## src/hw/rtl/mtks_pkg.sv

```systemverilog
`timescale 1ns / 1ps
`default_nettype none
// ---------------------------------------------------------------------------
// mtks_pkg
// Shared command and status types between the keystream controller and the
// keystream datapath.
// ---------------------------------------------------------------------------
package mtks_pkg;

   // one command per cycle from the controller to the datapath
   typedef enum logic [3:0] {
      OP_NONE,
      OP_CAPTURE,
      OP_EMIT_DIRECT,
      OP_EMIT_HELD,
      OP_SEED_INIT,
      OP_SEED_MUL0,
      OP_SEED_MUL1,
      OP_SEED_MUL2,
      OP_SEED_MUL3,
      OP_FETCH0,
      OP_FETCH1,
      OP_FETCH2,
      OP_FETCH3,
      OP_FETCH4
   } op_type;

   typedef struct packed {
      logic have_word;  // current word still has unused keystream bytes
      logic seed_last;  // seeding is on the final state word
      logic rsp_free;   // result register can take a value this cycle
      logic held_last;  // last flag of the captured transaction
   } status_type;

endpackage
`default_nettype wire

```

## src/hw/rtl/mtks_ctrl.sv

```systemverilog
`timescale 1ns / 1ps
`default_nettype none
// ---------------------------------------------------------------------------
// mtks_ctrl
// Controller: sequences reseeding, word generation and result emission.
// ---------------------------------------------------------------------------
module mtks_ctrl (
   input  wire logic                clock,
   input  wire logic                reset,
   input  wire logic                req_tvalid,
   input  wire logic                req_tlast,
   output logic                     req_tready,
   input  wire mtks_pkg::status_type status,
   output mtks_pkg::op_type         op
);

   typedef enum logic [3:0] {
      S_IDLE,
      S_SEED_INIT,
      S_SEED_MUL0,
      S_SEED_MUL1,
      S_SEED_MUL2,
      S_SEED_MUL3,
      S_FETCH0,
      S_FETCH1,
      S_FETCH2,
      S_FETCH3,
      S_FETCH4,
      S_EMIT
   } state_type;

   state_type state_ff;
   state_type state_in;
   logic      reseed_ff;
   logic      reseed_in;
   logic      take;

   assign take       = (state_ff == S_IDLE) && req_tvalid && status.rsp_free;
   assign req_tready = (state_ff == S_IDLE) && status.rsp_free;

   always_comb begin
      state_in  = state_ff;
      reseed_in = reseed_ff;
      op        = mtks_pkg::OP_NONE;
      case (state_ff)
         S_IDLE: begin
            if (take) begin
               if (reseed_ff) begin
                  op       = mtks_pkg::OP_CAPTURE;
                  state_in = S_SEED_INIT;
               end else if (!status.have_word) begin
                  op       = mtks_pkg::OP_CAPTURE;
                  state_in = S_FETCH0;
               end else begin
                  op = mtks_pkg::OP_EMIT_DIRECT;
                  if (req_tlast) begin
                     reseed_in = 1'b1;
                  end
               end
            end
         end
         S_SEED_INIT: begin
            op        = mtks_pkg::OP_SEED_INIT;
            reseed_in = 1'b0;
            state_in  = S_SEED_MUL0;
         end
         S_SEED_MUL0: begin
            op       = mtks_pkg::OP_SEED_MUL0;
            state_in = S_SEED_MUL1;
         end
         S_SEED_MUL1: begin
            op       = mtks_pkg::OP_SEED_MUL1;
            state_in = S_SEED_MUL2;
         end
         S_SEED_MUL2: begin
            op       = mtks_pkg::OP_SEED_MUL2;
            state_in = S_SEED_MUL3;
         end
         S_SEED_MUL3: begin
            op       = mtks_pkg::OP_SEED_MUL3;
            state_in = status.seed_last ? S_FETCH0 : S_SEED_MUL0;
         end
         S_FETCH0: begin
            op       = mtks_pkg::OP_FETCH0;
            state_in = S_FETCH1;
         end
         S_FETCH1: begin
            op       = mtks_pkg::OP_FETCH1;
            state_in = S_FETCH2;
         end
         S_FETCH2: begin
            op       = mtks_pkg::OP_FETCH2;
            state_in = S_FETCH3;
         end
         S_FETCH3: begin
            op       = mtks_pkg::OP_FETCH3;
            state_in = S_FETCH4;
         end
         S_FETCH4: begin
            op       = mtks_pkg::OP_FETCH4;
            state_in = S_EMIT;
         end
         S_EMIT: begin
            op       = mtks_pkg::OP_EMIT_HELD;
            state_in = S_IDLE;
            if (status.held_last) begin
               reseed_in = 1'b1;
            end
         end
         default: begin
            state_in = S_IDLE;
         end
      endcase
   end

   always_ff @(posedge clock) begin
      if (reset) begin
         state_ff  <= S_IDLE;
         reseed_ff <= 1'b1;
      end else begin
         state_ff  <= state_in;
         reseed_ff <= reseed_in;
      end
   end

endmodule
`default_nettype wire

```

## config.mk

```make
export PLATFORM = sky130hd
export DESIGN_NAME = mtks_ctrl
export DESIGN_NICKNAME = d
export VERILOG_FILES = /design/src/hw/rtl/mtks_pkg.sv /design/src/hw/rtl/mtks_ctrl.sv
export SDC_FILE = /design/constraint.sdc
export NUM_CORES = 1
export LEC_CHECK = 0
export BUFFER_PORTS_ARGS = -buffer_cell sky130_fd_sc_hd__buf_2
export CAP_MARGIN = 5
export CORE_MARGIN = 2
export CORE_UTILIZATION = 24
export DETAILED_ROUTE_END_ITERATION = 10
export PLACE_DENSITY = 0.42
export REMOVE_ABC_BUFFERS = 1
export SLEW_MARGIN = 10
export SYNTH_ARGS = -nofsm -noshare
export SYNTH_HDL_FRONTEND = slang
export SYNTH_SLANG_ARGS = --single-unit
```

## constraint.sdc

```tcl
create_clock -name clock -period 2.5 [get_ports clock]
set_input_delay 0.375 -clock clock [delete_from_list [all_inputs] [get_ports clock]]
set_output_delay 0.375 -clock clock [all_outputs]
set_load 0.05 [all_outputs]
```

Yosys cells after proc, flatten, opt, wreduce, memory -nomap -nowiden
Index checks and enable logic that the tools add are counted.
{ "totals": {"input_bits": 8, "regBits": 5, "out_inout_bits": 5, "elab_cells": 38} }
{ "classes": {"muxes": 15, "n_reduce_logical": 7, "n_eq_ne": 14} }
{ "ops": {"columns": ["cell", "count"], "rows": [
  ["$pmux 4 s12", 1],
  ["$pmux 4 s11", 1],
  ["$eq 4x3->1 const B", 4],
  ["$eq 4x4->1 const B", 4],
  ["$mux 4", 3],
  ["$eq 4x2->1 const B", 2],
  ["$mux 2", 3],
  ["$mux 1", 5],
  ["$eq 4x1->1 const B", 1],
  ["$logic_not 4->1", 1],
  ["$ne 2x2->1 const B", 2],
  ["$logic_and 1x1->1", 3],
  ["$mux 3", 1],
  ["$ne 3x3->1 const B", 1],
  ["$pmux 1 s3", 1],
  ["$reduce_and 3->1", 1],
  ["$reduce_bool 3->1", 1],
  ["$reduce_and 2->1", 1]
]} }

Longest topological paths before layout
{ "depth": {"word_depth": 5, "ltp_mapped": 5} }

Worst setup path after synthesis
No wires, ideal clock.
{ "synth_timing": {"path_kind": "reg2out", "from": "reg state_ff[2]", "to": "out op[3]", "stages_incl_launch_ff": 4, "arrival_ps": 1741, "path_slack_ps": 384, "path_cell_list": "dfxtp_1 -> buf_6 -> o21ai_0 -> o21ai_0"} }
{ "synth_via": {"elab_chain_len": 2, "elab_cells_between_ends": 13} }
{ "synth_rtl": {"columns": ["item", "line_no", "text"], "rows": [
  ["from (decl)", "mtks_ctrl.sv:32", "state_type state_ff;"],
  ["from (signal assigned)", "mtks_ctrl.sv:121", "state_ff <= state_in;"],
  ["$eq 4x4->1 (tied with other cells)", "mtks_ctrl.sv:45", "case (state_ff)"],
  ["$pmux 4 s12 *", "mtks_ctrl.sv:45", null],
  ["to (decl)", "mtks_ctrl.sv:14", "output mtks_pkg::op_type op"]
]} }
Every way passes the cells marked *; elsewhere a longest branch is shown, timed or not.

Worst setup path in the final report
{ "layout_timing": {"from": "reg state_ff[1]", "to": "out op[2]"} }
The elaborated chain is that of the path after synthesis.

==> results.ini <==
[synth]
ys_ff_latch=5
async_flop_share_pct=0
ys.flop_type=dfxtp_1
yosysSeqAreaShare_pct=23.7
yosys_warnings=0
ys_types=28
syn_area_per_cell_um2=7.17
synthesis.area_um2=423
syn_inst=59
synth-edff-count=0

[timing]
period_share_pct=77.5
finalSetupViolCount=0
holdWs_ns=0.329
relSlewSlack_pct=63.7
tightest_slew_ns=0.544
slew_violations=0
fmax_mhz=516
finalClockSkew_ns=0.00114
fin_ws_ns=0.562
setup_tns_ns=0
hold_viol_final=0
layout_min_cycle_time_ns=1.94
rsz0062_at_grt=false

[floorplan]
start_util_pct=25.0
die_h_um=46.0
io-pin-count=13
die_area_um2=2110
placement_rows=15
fp.dieW_um=46.0
core_um2=1690

[power_and_ir_drop]
power.leakage_nw=0.196
ir_drop_v=0.000633
powerDensity_nw_per_um2=1380
power.total_uw=691

[placement]
place_inst=84
io_buffers=12
hpwl_um=729
gp_congestion=0.746
place_ws_ns=0.799
place_area_um2=473

[setup_path]
crit_arrival_ns=1.56
path_max_fanout=15
worstSetupPathType=flop to primary output
endpoint_kind=primary output
cp_data_required_time_ns=2.12
cp_cell_sequence=nor2_2 > a21oi_1 > o22ai_1 > buf_2
slowest_delay_ns=0.47
startpoint_type=flop
crit_slowest_cell=dfxtp_1

[routing]
drt-total-wl_mm=1.01
drtIter0Drc=4
num_vias=445
drc=0
first_pass_iters=3
vias_per_cell=5.06
wl_per_cell_um=11.5
ant_nets=0

[finish]
fin_cells=88
final_util_pct=29.6
drive_above_1_share_pct=31.0
stdcell_area_um2=499
n_antenna_cell=0
nets=80
fillers=199
syn2layout_area_growth_pct=18.0

[cts]
post-cts-setup-buffers=0
cts_resized=0
cts_tree=built
htree_levels=1
ctsHoldBuffers=0
clk_path_buf_depth=2
clkTransAtPathRegs_ns=0.04
root_buffer=clkbuf_4
cts_buffers=3
clock-sinks=5
clock_latency_ns=0.25

[global_routing]
grt_pass1_vias=358
antenna_found_initial=0
grt_pass1_wl_mm=1.65
grt_start_max_net_pins=16
grt_overflow=0
grt_use_total_pct=10.9

[outcome]
status=finished clean

[hold_path]
hold_class=primary input to flop

[job]
max_cap_violations=0

-- critical path: cells and delay by family, from the launching register on --
family	cells	cell delay (ns)
DFF	1	0.47
and+or+nand+nor	1	0.29
buffers and inverters	1	0.29
AOI/OAI and AO/OA	2	0.27
-- worst paths after layout --
| check | startpoint | to | slack, ns | cells past startpoint |
|---|---|---|---|---|
| max | state_ff[1] | op[2] | 0.56 | 4 |
| min | reset | state_ff[3] | 0.33 | 2 |
| max reg2reg | state_ff[2] | reseed_ff | 1.21 | 4 |
| min reg2reg | reseed_ff | state_ff[0] | 0.62 | 2 |
-- power by group --
| part | internal, mW | leakage, nW | switching (mW) |
|---|---|---|---|
| Combinational | 0.143 | 0.140 | 0.282 |
| Sequential | 0.105 | 0.0408 | 0.0656 |
| Clock | 0.0605 | 0.0150 | 0.0355 |
-- cells by family after synthesis --
logic type             after synthesis  share of synthesized area, %
flip-flops                           5                          23.7
AND/OR/NAND/NOR                     30                          38.2
buffers and inverters                6                          9.17
XOR/XNOR                             1                          2.07
AO/OA/AOI/OAI                       17                          26.9
-- layout make-up --
class,count,area [µm²],share of cell area (%)
Clock buffer,4,26.3,5.26
Tap cell,17,21.3,4.26
Sequential cell,5,100,20.1
Multi-Input combinational cell,48,284,56.9
Timing Repair Buffer,12,60.1,12.0
Inverter,2,7.51,1.50
-- synthesized netlist by cell type (all sizes together), types with 2 or more instances --
cell | number | area (µm²)
inv | 2 | 7.51
and3 | 2 | 12.5
dfxtp | 5 | 100
nand4 | 2 | 12.5
a21oi | 3 | 15.0
o211ai | 3 | 27.5
nor2 | 10 | 42.5
buf | 4 | 31.3
o21ai | 6 | 30.0
nor3 | 2 | 15.0
nand2 | 8 | 32.5
nor2b | 2 | 20.0
nand3 | 2 | 10.0
-- registers in the layout, indices dropped and copies added, names as in the netlist --
name       cells
reseed_ff      1
state_ff       4
-- metal layers --
metal | vias up | global-route usage (%) | routed length [µm] | share of wire (%)
met5 | - | 0 | 0 | 0
met4 | 0 | 1.71 | 0 | 0
met3 | 0 | 6.35 | 57 | 5.6
met2 | 12 | 14.4 | 433 | 43
met1 | 196 | 15.3 | 521 | 51
li1 | 237 | - | - | -
-- placed cells by master, fill, tap and decap left out, types with 2 or more instances in the layout --
cell type  synthesis  routed
clkbuf_4           0       3
nand2_1            7       7
buf_2              1      12
o21ai_0            6       6
o211ai_1           2       2
nor2_1             8       8
dfxtp_1            5       5
a21oi_1            3       3
and3_1             2       2
nand4_1            2       2
nor2_2             2       2
nand3_1            2       2
inv_1              2       2
(Power assumes the default switching activity.)
